<file path="src/hdl/cse_pkg.sv">
// ----------------------------------------------------------------------------
// cse_pkg : shared types and helpers for the C-style escape encoder
// Holds the escape kind, the queue entry format and the byte classifier.
// ----------------------------------------------------------------------------
`timescale 1ns / 1ps

package cse_pkg;

	// ASCII codes used by the encoder
	localparam logic [7:0] CHR_SPACE     = 8'h20;
	localparam logic [7:0] CHR_TILDE     = 8'h7E;
	localparam logic [7:0] CHR_BACKSLASH = 8'h5C;
	localparam logic [7:0] CHR_QUOTE     = 8'h27;
	localparam logic [7:0] CHR_LOWER_X   = 8'h78;
	localparam logic [7:0] CHR_DIGIT_0   = 8'h30;
	localparam logic [7:0] CHR_UPPER_A   = 8'h41;
	localparam logic [7:0] CHR_BEL       = 8'h07;
	localparam logic [7:0] CHR_BS        = 8'h08;
	localparam logic [7:0] CHR_TAB       = 8'h09;
	localparam logic [7:0] CHR_LF        = 8'h0A;
	localparam logic [7:0] CHR_VT        = 8'h0B;
	localparam logic [7:0] CHR_FF        = 8'h0C;
	localparam logic [7:0] CHR_CR        = 8'h0D;

	// how one input byte is rendered
	typedef enum logic [1:0] {
		KIND_PASS,   // byte as it is
		KIND_SHORT,  // backslash and one symbol
		KIND_HEX     // backslash, x, two hex digits
	} kind_t;

	// one classified input byte, as queued between front and back
	typedef struct packed {
		kind_t      kind;
		logic [7:0] sym;     // passed byte, escape symbol, or raw byte for hex
		logic       str_end;
	} esc_entry_t;

	// classify one raw byte
	function automatic esc_entry_t classify(input logic [7:0] b, input logic str_end);
		esc_entry_t e;
		e.str_end = str_end;
		e.sym     = b;
		unique case (b)
			CHR_BEL: begin e.kind = KIND_SHORT; e.sym = 8'h61; end  // a
			CHR_BS:  begin e.kind = KIND_SHORT; e.sym = 8'h62; end  // b
			CHR_FF:  begin e.kind = KIND_SHORT; e.sym = 8'h66; end  // f
			CHR_LF:  begin e.kind = KIND_SHORT; e.sym = 8'h6E; end  // n
			CHR_CR:  begin e.kind = KIND_SHORT; e.sym = 8'h72; end  // r
			CHR_TAB: begin e.kind = KIND_SHORT; e.sym = 8'h74; end  // t
			CHR_VT:  begin e.kind = KIND_SHORT; e.sym = 8'h76; end  // v
			CHR_BACKSLASH, CHR_QUOTE: begin
				e.kind = KIND_SHORT;
			end
			default: begin
				if (b >= CHR_SPACE && b <= CHR_TILDE) begin
					e.kind = KIND_PASS;
				end else begin
					e.kind = KIND_HEX;
				end
			end
		endcase
		return e;
	endfunction

	// uppercase hex digit of one nibble
	function automatic logic [7:0] hex_digit(input logic [3:0] n);
		logic [7:0] d;
		if (n < 4'd10) begin
			d = CHR_DIGIT_0 + {4'd0, n};
		end else begin
			d = CHR_UPPER_A + {4'd0, n} - 8'd10;
		end
		return d;
	endfunction

endpackage

</file>
<file path="src/hdl/c_style_escape_encoder_core.sv">
// ----------------------------------------------------------------------------
// c_style_escape_encoder_core : C-style string escape encoder
// Turns each string byte into its escaped form, one output byte per word.
//
//  channel   dir  tdata             tlast       tuser
//  s_axis    in   [7:0] in_byte     in_end      -
//  m_axis    out  [7:0] out_byte    run_last    [0] string_end
//
// One input word gives 1, 2 or 4 output words (plain, short escape, hex
// escape); the single output register emits one byte per cycle unless the
// output stalls, so an input word holds the serialiser for all its bytes.
// A byte passes the front register, queue and entry register to the output.
// Reset clears only control state; no clearing pass is needed.
// Input and output stall independently; the queue holds QUEUE_DEPTH words.
// ----------------------------------------------------------------------------
`timescale 1ns / 1ps

module c_style_escape_encoder_core
	import cse_pkg::*;
#(
	parameter int QUEUE_DEPTH = 4
) (
	input  logic       clk,
	input  logic       arst_n,
	input  logic       s_axis_tvalid,
	output logic       s_axis_tready,
	input  logic [7:0] s_axis_tdata,   // [7:0] in_byte
	input  logic       s_axis_tlast,
	output logic       m_axis_tvalid,
	input  logic       m_axis_tready,
	output logic [7:0] m_axis_tdata,   // [7:0] out_byte
	output logic       m_axis_tlast,
	output logic       m_axis_tuser    // [0] string_end
);

	logic       push;
	logic       push_ready;
	esc_entry_t push_entry;
	logic       pop_valid;
	logic       pop;
	esc_entry_t pop_entry;

	// classifier
	cse_front u_front (
		.clk        (clk),
		.arst_n     (arst_n),
		.in_valid   (s_axis_tvalid),
		.in_ready   (s_axis_tready),
		.in_byte    (s_axis_tdata),
		.in_end     (s_axis_tlast),
		.push       (push),
		.push_ready (push_ready),
		.push_entry (push_entry)
	);

	// decoupling queue
	cse_fifo #(
		.QUEUE_DEPTH (QUEUE_DEPTH)
	) u_fifo (
		.clk        (clk),
		.arst_n     (arst_n),
		.push       (push),
		.push_ready (push_ready),
		.push_entry (push_entry),
		.pop_valid  (pop_valid),
		.pop        (pop),
		.pop_entry  (pop_entry)
	);

	// serialiser
	cse_back u_back (
		.clk        (clk),
		.arst_n     (arst_n),
		.pop_valid  (pop_valid),
		.pop        (pop),
		.pop_entry  (pop_entry),
		.out_valid  (m_axis_tvalid),
		.out_ready  (m_axis_tready),
		.out_byte   (m_axis_tdata),
		.run_last   (m_axis_tlast),
		.string_end (m_axis_tuser)
	);

endmodule

</file>
<file path="src/hdl/cse_front.sv">
// ----------------------------------------------------------------------------
// cse_front : input stage of the escape encoder
// Accepts one byte per cycle unless stalled; classifies and registers it.
// ----------------------------------------------------------------------------
`timescale 1ns / 1ps

module cse_front
	import cse_pkg::*;
(
	input  logic       clk,
	input  logic       arst_n,
	input  logic       in_valid,
	output logic       in_ready,
	input  logic [7:0] in_byte,
	input  logic       in_end,
	output logic       push,
	input  logic       push_ready,
	output esc_entry_t push_entry
);

	logic       valid_s1;
	esc_entry_t entry_s1;

	// stage takes a word whenever it is empty or drains this cycle
	assign in_ready   = !valid_s1 || push_ready;
	assign push       = valid_s1;
	assign push_entry = entry_s1;

	// valid flag
	always_ff @(posedge clk or negedge arst_n) begin
		if (!arst_n) begin
			valid_s1 <= 1'b0;
		end else if (in_ready) begin
			valid_s1 <= in_valid;
		end
	end

	// classified payload
	always_ff @(posedge clk) begin
		if (in_ready && in_valid) begin
			entry_s1 <= classify(in_byte, in_end);
		end
	end

endmodule

</file>
<file path="src/hdl/cse_fifo.sv">
// ----------------------------------------------------------------------------
// cse_fifo : short queue between classifier and serialiser
// Power-of-two depth, one push and one pop per cycle.
// ----------------------------------------------------------------------------
`timescale 1ns / 1ps

module cse_fifo
	import cse_pkg::*;
#(
	parameter int QUEUE_DEPTH = 4
) (
	input  logic       clk,
	input  logic       arst_n,
	input  logic       push,
	output logic       push_ready,
	input  esc_entry_t push_entry,
	output logic       pop_valid,
	input  logic       pop,
	output esc_entry_t pop_entry
);

	localparam int PTR_W = $clog2(QUEUE_DEPTH);
	localparam logic [PTR_W:0] FULL_COUNT = (PTR_W + 1)'(QUEUE_DEPTH);

	esc_entry_t       mem_q [QUEUE_DEPTH];
	logic [PTR_W-1:0] wr_ptr_q;
	logic [PTR_W-1:0] rd_ptr_q;
	logic [PTR_W:0]   count_q;
	logic             do_push;
	logic             do_pop;

	assign push_ready = (count_q != FULL_COUNT);
	assign pop_valid  = (count_q != '0);
	assign pop_entry  = mem_q[rd_ptr_q];
	assign do_push    = push && push_ready;
	assign do_pop     = pop && pop_valid;

	// pointers and fill count
	always_ff @(posedge clk or negedge arst_n) begin
		if (!arst_n) begin
			wr_ptr_q <= '0;
			rd_ptr_q <= '0;
			count_q  <= '0;
		end else begin
			if (do_push) begin
				wr_ptr_q <= wr_ptr_q + 1'b1;
			end
			if (do_pop) begin
				rd_ptr_q <= rd_ptr_q + 1'b1;
			end
			if (do_push && !do_pop) begin
				count_q <= count_q + 1'b1;
			end else if (do_pop && !do_push) begin
				count_q <= count_q - 1'b1;
			end
		end
	end

	// storage
	always_ff @(posedge clk) begin
		if (do_push) begin
			mem_q[wr_ptr_q] <= push_entry;
		end
	end

	// fill level never passes the depth
	a_count_bound: assert property (@(posedge clk) disable iff (!arst_n)
		count_q <= FULL_COUNT)
		else $error("queue count beyond depth");

	// pointers differ by exactly the fill count
	a_ptr_gap: assert property (@(posedge clk) disable iff (!arst_n)
		(wr_ptr_q - rd_ptr_q) == count_q[PTR_W-1:0])
		else $error("queue pointers disagree with count");

	// a lone push raises the count by one
	a_push_count: assert property (@(posedge clk) disable iff (!arst_n)
		(do_push && !do_pop) |=> (count_q == $past(count_q) + 1'b1))
		else $error("queue count did not follow push");

endmodule

</file>
<file path="src/hdl/cse_back.sv">
// ----------------------------------------------------------------------------
// cse_back : serialiser of the escape encoder
// Walks each queued entry byte by byte into a registered output.
// ----------------------------------------------------------------------------
`timescale 1ns / 1ps

module cse_back
	import cse_pkg::*;
(
	input  logic       clk,
	input  logic       arst_n,
	input  logic       pop_valid,
	output logic       pop,
	input  esc_entry_t pop_entry,
	output logic       out_valid,
	input  logic       out_ready,
	output logic [7:0] out_byte,
	output logic       run_last,
	output logic       string_end
);

	logic       cur_valid_q;
	esc_entry_t cur_q;
	logic [1:0] idx_q;
	logic       out_valid_q;
	logic [7:0] out_byte_q;
	logic       run_last_q;
	logic       string_end_q;
	logic       slot_free;
	logic       emit;
	logic       at_last;
	logic [1:0] last_idx;
	logic [7:0] cur_byte;

	// last byte position of the current escape
	always_comb begin
		unique case (cur_q.kind)
			KIND_PASS:  last_idx = 2'd0;
			KIND_SHORT: last_idx = 2'd1;
			KIND_HEX:   last_idx = 2'd3;
			default:    last_idx = 2'd0;
		endcase
	end

	// byte at the current position
	always_comb begin
		cur_byte = CHR_BACKSLASH;
		if (cur_q.kind == KIND_PASS) begin
			cur_byte = cur_q.sym;
		end else begin
			unique case (idx_q)
				2'd0: cur_byte = CHR_BACKSLASH;
				2'd1: cur_byte = (cur_q.kind == KIND_HEX) ? CHR_LOWER_X : cur_q.sym;
				2'd2: cur_byte = hex_digit(cur_q.sym[7:4]);
				2'd3: cur_byte = hex_digit(cur_q.sym[3:0]);
				default: cur_byte = CHR_BACKSLASH;
			endcase
		end
	end

	assign slot_free = !out_valid_q || out_ready;
	assign emit      = cur_valid_q && slot_free;
	assign at_last   = (idx_q == last_idx);
	assign pop       = pop_valid && (!cur_valid_q || (emit && at_last));

	assign out_valid  = out_valid_q;
	assign out_byte   = out_byte_q;
	assign run_last   = run_last_q;
	assign string_end = string_end_q;

	// control: current entry and position, output valid
	always_ff @(posedge clk or negedge arst_n) begin
		if (!arst_n) begin
			cur_valid_q <= 1'b0;
			idx_q       <= '0;
			out_valid_q <= 1'b0;
		end else begin
			if (pop) begin
				cur_valid_q <= 1'b1;
				idx_q       <= '0;
			end else if (emit) begin
				if (at_last) begin
					cur_valid_q <= 1'b0;
					idx_q       <= '0;
				end else begin
					idx_q <= idx_q + 1'b1;
				end
			end
			if (slot_free) begin
				out_valid_q <= emit;
			end
		end
	end

	// payload
	always_ff @(posedge clk) begin
		if (pop) begin
			cur_q <= pop_entry;
		end
		if (emit) begin
			out_byte_q   <= cur_byte;
			run_last_q   <= at_last;
			string_end_q <= at_last && cur_q.str_end;
		end
	end

	// position stays inside the current escape
	a_idx_range: assert property (@(posedge clk) disable iff (!arst_n)
		cur_valid_q |-> (idx_q <= last_idx))
		else $error("serialiser position past escape length");

	// string end only ever on the final byte of a run
	a_end_on_last: assert property (@(posedge clk) disable iff (!arst_n)
		(out_valid_q && string_end_q) |-> run_last_q)
		else $error("string end without run end");

	// a stalled output holds its word
	a_hold_on_stall: assert property (@(posedge clk) disable iff (!arst_n)
		(out_valid_q && !out_ready) |=> (out_valid_q && $stable(out_byte_q)
			&& $stable(run_last_q)))
		else $error("output word changed under stall");

	// a new entry is taken only when the previous one is done
	a_pop_when_done: assert property (@(posedge clk) disable iff (!arst_n)
		pop |-> (!cur_valid_q || at_last))
		else $error("entry replaced mid escape");

endmodule
</file>
<file path="config.mk">
export PLATFORM = sky130hd
export DESIGN_NAME = c_style_escape_encoder_core
export DESIGN_NICKNAME = d
export VERILOG_FILES = /design/src/hdl/cse_pkg.sv /design/src/hdl/c_style_escape_encoder_core.sv /design/src/hdl/cse_front.sv /design/src/hdl/cse_fifo.sv /design/src/hdl/cse_back.sv
export SDC_FILE = /design/constraint.sdc
export NUM_CORES = 1
export LEC_CHECK = 0
export BUFFER_PORTS_ARGS = -buffer_cell sky130_fd_sc_hd__buf_2
export CAP_MARGIN = 20
export CORE_MARGIN = 3
export CORE_UTILIZATION = 62
export DETAILED_ROUTE_END_ITERATION = 12
export PLACE_DENSITY = 0.78
export SLEW_MARGIN = 0
export SYNTH_ARGS = -nofsm -noshare
export SYNTH_HDL_FRONTEND = slang
export SYNTH_SLANG_ARGS = --single-unit
</file>
<file path="constraint.sdc">
create_clock -name clk -period 4.8 [get_ports clk]
set_clock_uncertainty 0.1 [all_clocks]
set_input_delay 0.48 -clock clk [delete_from_list [all_inputs] [get_ports clk]]
set_output_delay 0.48 -clock clk [all_outputs]
set_load 0.03 [all_outputs]
</file>
==> Yosys cells after proc, flatten, opt, wreduce, memory -nomap -nowiden <==
Memories as Yosys holds them, arrays and structs flattened. A register that Yosys moved wholly into a read port is not among the register bits.
Cells that the tools add are included.
{ "op_classes": {"order_cmp": 4, "muxes": 18, "n_eq_ne": 16, "n_addsub": 11, "n_reduce_logical": 26} }
{ "ops": {"columns": ["op", "count"], "rows": [
  ["case mux 8 bit (7 select lines)", 1],
  ["== test 8 x 4 -> 1 bit, second input constant", 6],
  ["two-way mux 8 bit", 4],
  ["case mux 8 bit (4 select lines)", 1],
  ["adder 7 x 4 -> 8 bit, first input constant", 2],
  ["subtractor 8 x 4 -> 8 bit, second input constant", 2],
  ["adder 6 x 4 -> 7 bit, first input constant", 2],
  ["logical AND 1 bit", 10],
  ["OR reduction 9 bit", 1],
  ["== test 8 x 3 -> 1 bit, second input constant", 1],
  ["== test 8 x 6 -> 1 bit, second input constant", 1],
  ["== test 8 x 7 -> 1 bit, second input constant", 1],
  [">= comparator 8 x 6 -> 1 bit, second input constant", 1],
  ["<= comparator 8 x 7 -> 1 bit, second input constant", 1],
  ["less-than comparator 4 bit, second input constant", 2],
  ["two-way mux 2 bit", 4],
  ["adder 2 x 1 -> 2 bit, second input constant", 3],
  ["== test 2 bit, second input constant", 3],
  ["two-way mux 3 bit", 2],
  ["nonzero test 2 bit", 3],
  ["zero test 1 bit", 5],
  ["two-way mux 1 bit", 5],
  ["== test 2 x 1 -> 1 bit, second input constant", 2],
  ["zero test 2 bit", 2],
  ["8 further kinds", 10]
]} }
{ "totals": {"input_bits": 13, "reg_bits": 33, "mem_count": 1, "mem_bits_rw": 44, "elab_cells": 89, "output_inout_bits": 12} }
{ "mem_list": {"columns": ["name", "depth", "word_bits", "rd", "rd_ports_with_merged_regs", "wr", "line_no", "source"], "rows": [
  ["u_fifo.mem_q", 4, 11, 1, 1, 1, "cse_fifo.sv:25", "esc_entry_t mem_q [QUEUE_DEPTH];"]
]} }

==> Logic depth before layout (Yosys ltp) <==
{ "logic_depth": {"word_depth": 10, "ltp_mapped": 11, "mapped_depth_nobuf": 11} }

==> Hierarchy <==
A second synthesis with hierarchy kept.
{ "hier_totals": {"hier_cells": 251, "hier_area_um2": 3930.0} }
{ "modules_own_cells": {"columns": ["module", "area_each_um2", "cells_per_inst", "instances", "seq_area_each_um2"], "rows": [
  ["cse_fifo", 2008.2, 92, 1, 1496.4],
  ["cse_back", 1316.3, 111, 1, 730.7],
  ["cse_front", 605.6, 48, 1, 355.3]
]} }

==> Least setup slack after synthesis <==
Ideal clock, no wire load.
{ "synth_path": {"kind": "register to register", "from": "reg, netlist name u_back.cur_q[10]", "to": "reg u_fifo.count_q[1]", "setup_ns": 0.125, "path_slack_ns": 2.433, "path_buffers": 0, "stages_incl_launch_ff": 10, "arrival_ns": 2.142, "required_time_ns": 4.575, "period_less_slack_ns": 2.367, "cell_sequence": "edfxtp_1 > inv_1 > ha_1 > xor2_1 > o31ai_2 > nand2_2 > ha_1 > inv_1 > fa_1 > mux2_2"} }
{ "synth_between": {"elab_chain_len": 10, "word_cells_on_any_way": 13, "cone_classes": "eq/ne (3); mux (2); reduce/logical (8)"} }
{ "synth_rtl": {"columns": ["item", "line_no", "source"], "rows": [
  ["== test 2 bit / == test 2 x 1 -> 1 bit (equally long branches)", "cse_back.sv:37", "unique case (cur_q.kind)"],
  ["case mux 2 bit (2 select lines) *", "cse_back.sv:37", null],
  ["== test 2 bit *", "cse_back.sv:63", "assign at_last = (idx_q == last_idx);"],
  ["logical AND 1 bit *", "cse_back.sv:64", "assign pop = pop_valid && (!cur_valid_q || (emit && at_last));"],
  ["logical OR 1 bit *", "cse_back.sv:64", null],
  ["logical AND 1 bit *", "cse_back.sv:64", null],
  ["logical AND 1 bit *", "cse_fifo.sv:36", "assign do_pop = pop && pop_valid;"],
  ["zero test 1 bit", "cse_fifo.sv:51", "if (do_push && !do_pop) begin"],
  ["logical AND 1 bit", "cse_fifo.sv:51", null],
  ["two-way mux 3 bit / nonzero test 2 bit (equally long branches)", null, null],
  ["to (signal assigned)", "cse_fifo.sv:52", "count_q <= count_q + 1'b1;"],
  ["to (signal assigned)", "cse_fifo.sv:54", "count_q <= count_q - 1'b1;"],
  ["to (decl)", "cse_fifo.sv:28", "logic [PTR_W:0] count_q;"]
]} }
Every way passes the cells marked *; elsewhere a longest branch is shown, timed or not.
A chain may end at the register's enable or synchronous reset.

==> Final worst setup path <==
{ "layout_path": {"from": "reg, netlist name u_back.cur_q[9]", "to": "reg u_fifo.count_q[1]"} }
{ "layout_between": {"elab_chain_len": 10, "word_cells_on_any_way": 13, "cone_classes": "eq/ne (3); mux (2); reduce/logical (8)"} }
{ "layout_rtl": {"columns": ["item", "line_no"], "rows": [
  ["== test 2 bit / == test 2 x 1 -> 1 bit (equally long branches)", "cse_back.sv:37"],
  ["case mux 2 bit (2 select lines) *", "cse_back.sv:37"],
  ["== test 2 bit *", "cse_back.sv:63"],
  ["logical AND 1 bit *", "cse_back.sv:64"],
  ["logical OR 1 bit *", "cse_back.sv:64"],
  ["logical AND 1 bit *", "cse_back.sv:64"],
  ["logical AND 1 bit *", "cse_fifo.sv:36"],
  ["zero test 1 bit", "cse_fifo.sv:51"],
  ["logical AND 1 bit", "cse_fifo.sv:51"],
  ["two-way mux 3 bit / nonzero test 2 bit (equally long branches)", null]
]} }
Marked as above.

==> impl_summary.log <==
INFO  metric placement.io_buffers = 24
INFO  metric synth.mux.area_fraction = 0.0721
INFO  metric drt_first_iter_violations = ~140
INFO  metric drv.max_cap_violation_count = 0
INFO  metric timing.max_slew.rel_slack = 0.472
INFO  metric worst_min_delay_path_class = input pin to register
INFO  metric synth_sequential_area_ratio = 0.661
INFO  metric synth.net_count = ~280
INFO  metric place.detailed.hpwl = around 4100 um
INFO  metric crit-reg2reg-launch = u_back.cur_q[9]
INFO  metric core_area = 6030 um^2
INFO  metric antenna_left = 0
INFO  metric clock-sinks = just under 90
INFO  metric synthSimpleGateAreaFrac = 0.0820
INFO  metric clkLatencyLatePin = about 340 ps
INFO  metric fraction_of_the_cycle_the_final_worst_path_needs = 0.519
INFO  metric layout_common_cells = sky130_fd_sc_hd__edfxtp_1, sky130_fd_sc_hd__buf_2, sky130_fd_sc_hd__inv_1, sky130_fd_sc_hd__o21ai_0, sky130_fd_sc_hd__ha_1
INFO  metric vdd_drop_max = 0.354 mV
INFO  metric dominant_combinational_cell_family_by_area_after_synthesis = compound AO/OA/AOI/OAI gates
INFO  metric final_layout_size_suffix_gt1_frac = 0.211
INFO  metric totalWireLength = around 6000 um
INFO  metric setup_total_negative_slack = 0 ps
INFO  metric initial_core_util = 0.648
INFO  metric setup.worst_path.start_class = register
INFO  metric ctsHtreeMaxLevel = 3
INFO  metric worst-path-max-fanout = 3
INFO  metric cts.path.max_buffers = 2
INFO  metric num-nets-final = between 300 and 400
INFO  metric maximum_number_of_pins_on_one_net_before_global_route_repair = 15
INFO  metric first_pass_grt_wire_length = between 10000 and 15000 um
INFO  metric power.density = roughly 640 nW/um^2
INFO  metric cell_area_after_technology_mapping = just under 4000 um^2
INFO  metric grt_antenna_before_repair = 0
INFO  metric f_max = 401 MHz
INFO  metric post_synth_fa_ha_maj_area_fraction = 0.0468
INFO  metric die_area = about 7300 um^2
INFO  metric worst_ep_arrival_time = approximately 2600 ps
INFO  metric synth_compound_area_frac = 0.0904
INFO  metric critical_path_class = register to register
INFO  metric postCtsHoldBufs = 1
INFO  metric power.total = roughly 0.0027 W
INFO  metric timing.final.setup_violations = 0
INFO  metric report.final.slew_viol_count = 0
INFO  metric worstHoldStart = s_axis_tlast
INFO  metric dominantRegCellSynth = sky130_fd_sc_hd__edfxtp_1
INFO  metric synth_xor_xnor_area_share = 0.0202
INFO  metric first_global_vias = between 2000 and 2500
INFO  metric floorplan.die.width = 85.4 um
INFO  metric gp_congestion = around 0.75
INFO  metric hold_viol_final = 0
INFO  metric syn_avg_cell_area = between 15 and 20 um^2
INFO  metric globalRouteOverflowTotal = 0
INFO  metric dr_wl_cell = 16.2 um
INFO  metric worstPathRequired = 4930 ps
INFO  metric drtPass1Iterations = 4
INFO  metric viasPerCell = 5.86
INFO  metric cp-startpoint = u_back.cur_q[9]
INFO  metric cts_setup_buffers = 0
INFO  metric fp-row-count = 28
INFO  metric yosys_register_bits = 88
INFO  metric grt.total_usage = 0.185
INFO  metric boundaryPins = 25
INFO  metric ctsResizeCount = 0
INFO  metric cts_tree = done
INFO  metric ys_warn_count = 0
INFO  metric area_growth = 8.84%
INFO  metric cp-end-kind = register
INFO  metric ys_types = 51
INFO  metric final-instance-count-excl-fill = 364
INFO  metric chipHeight = 85.4 um
INFO  metric period_minus_slack = between 2000 and 2500 ps
INFO  metric detailroute.via_count = approximately 2100
INFO  metric drc = 0
INFO  metric synth-edff-count = 76
INFO  metric layout.cells.most_common = sky130_fd_sc_hd__edfxtp_1
INFO  metric rsz0062_at_grt = false
INFO  metric outcome = finished, final reports clean
INFO  metric leakage_dissipation = approximately 1.5 nW
INFO  metric timing_worst_slew_pin_value = between 700 and 800 ps
INFO  metric numPlacedInstances = ~350
INFO  metric clk_transition_reported_paths = approximately 80 ps
INFO  metric cts-buffers-inserted = 9
INFO  metric synth-async-reset-ratio = 0.136
INFO  metric antenna_cells = 0
INFO  metric cts-root-buf = sky130_fd_sc_hd__clkbuf_8
INFO  metric synthesis.instances = 256
==> cell type report <==
type / count / area [um^2]
well taps: 75 / 93.8
clock buffers: 10 / 128
flip-flops and latches: 88 / 2580
fillers: 416 / 1780
inverters: 17 / 63.8
clock inverters: 6 / 36.3
repair buffers: 25 / 130
multi-input cells: 143 / 1220
==> metrics by stage <==
| step | setup slack, ps | util | hold slack [ps] | area, um^2 |
|---|---|---|---|---|
| global placement | 2370 | 0.676 | 278 | 4080 |
| detailed placement | 2320 | 0.676 | 281 | 4080 |
| CTS | 2290 | 0.705 | 196 | 4250 |
| floorplan | 2430 | - | 84.4 | 3910 |
| global route | 2110 | 0.705 | 188 | 4250 |
| finish | 2310 | 0.705 | 213 | 4250 |
==> power by group <==
part / switching, W / leakage, nW / internal (W)
Sequential: 0.000199 / 0.849 / 0.00116
Combinational: 0.000532 / 0.619 / 0.000407
Clock: 0.000244 / 0.0757 / 0.000184
Total: 0.000974 / 1.54 / 0.00175
==> cells by family after synthesis <==
kind of cell,Yosys count
muxes,14
adders and majority gates,14
xor gates and xnor gates,9
AOI/OAI and AO/OA,51
DFF,88
buffers and inverters,25
and+or+nand+nor,55
==> Yosys cell counts (2+ instances only) <==
library cell                count  share of area
sky130_fd_sc_hd__o21ai_0       13          0.017
sky130_fd_sc_hd__nand3_1        5         0.0064
sky130_fd_sc_hd__xor2_1         4         0.0090
sky130_fd_sc_hd__inv_1         17          0.016
sky130_fd_sc_hd__a32oi_1        2         0.0045
sky130_fd_sc_hd__clkbuf_1       3         0.0029
sky130_fd_sc_hd__ha_1          13          0.042
sky130_fd_sc_hd__o211ai_1       2         0.0038
sky130_fd_sc_hd__edfxtp_1      76           0.58
sky130_fd_sc_hd__o2111ai_1      2         0.0045
sky130_fd_sc_hd__dfrtp_1       12          0.077
sky130_fd_sc_hd__a21oi_1        7         0.0090
sky130_fd_sc_hd__nand2_1       11          0.011
sky130_fd_sc_hd__and2_1         7          0.011
sky130_fd_sc_hd__nand2b_1       7          0.011
sky130_fd_sc_hd__nand2_2        3         0.0048
sky130_fd_sc_hd__nor2b_1        6         0.0096
sky130_fd_sc_hd__nor2_1         7         0.0067
sky130_fd_sc_hd__buf_2          4         0.0051
sky130_fd_sc_hd__o21ai_1        2         0.0026
sky130_fd_sc_hd__a22o_1         2         0.0045
sky130_fd_sc_hd__xnor2_1        5          0.011
sky130_fd_sc_hd__o21a_1         3         0.0058
sky130_fd_sc_hd__a41oi_1        2         0.0045
sky130_fd_sc_hd__mux2_2         3         0.0087
sky130_fd_sc_hd__a21boi_0       3         0.0058
sky130_fd_sc_hd__mux4_2        11          0.063
==> worst max-delay path, cell delays in order, from the launching register on <==
cell                       delay, ps
sky130_fd_sc_hd__edfxtp_1        360
sky130_fd_sc_hd__inv_1            90
sky130_fd_sc_hd__ha_1            240
sky130_fd_sc_hd__xor2_1          160
sky130_fd_sc_hd__o31ai_2         330
sky130_fd_sc_hd__nand2_2         130
sky130_fd_sc_hd__ha_1            240
sky130_fd_sc_hd__inv_1            70
sky130_fd_sc_hd__fa_1            400
sky130_fd_sc_hd__mux2_2          260
==> routing by layer <==
metal | routed length (um) | track usage | vias to the layer above
met1 | 2560 | 0.246 | 1046
met4 | 53 | 0.0619 | 0
li1 | - | - | 1022
met5 | 0 | 0 | -
met2 | 3050 | 0.300 | 60
met3 | 233 | 0.0495 | 6
==> worst paths after layout <==
path,to,slack [ps],cells after the start
hold reg to reg,u_fifo.mem_q[3][7],400,0
setup reg to reg,u_fifo.count_q[1],2310,9
min in group asynchronous,u_back.idx_q[1],450,2
max in group asynchronous,u_fifo.wr_ptr_q[1],3930,2
setup / recovery,u_fifo.count_q[1],2310,9
hold / removal,u_front.push_entry[0],210,1
==> state kept, by name, indices dropped and copies added (netlist names) <==
register            cells
u_fifo.wr_ptr_q         2
u_back.cur_valid_q      1
u_fifo.count_q          3
u_front.push            1
u_front.push_entry     11
u_back.run_last         1
u_fifo.rd_ptr_q         2
u_back.cur_q           11
u_back.string_end       1
u_fifo.mem_q           44
u_back.out_byte         8
u_back.out_valid        1
u_back.idx_q            2
No activity file was read; power rests on OpenSTA's default activity.
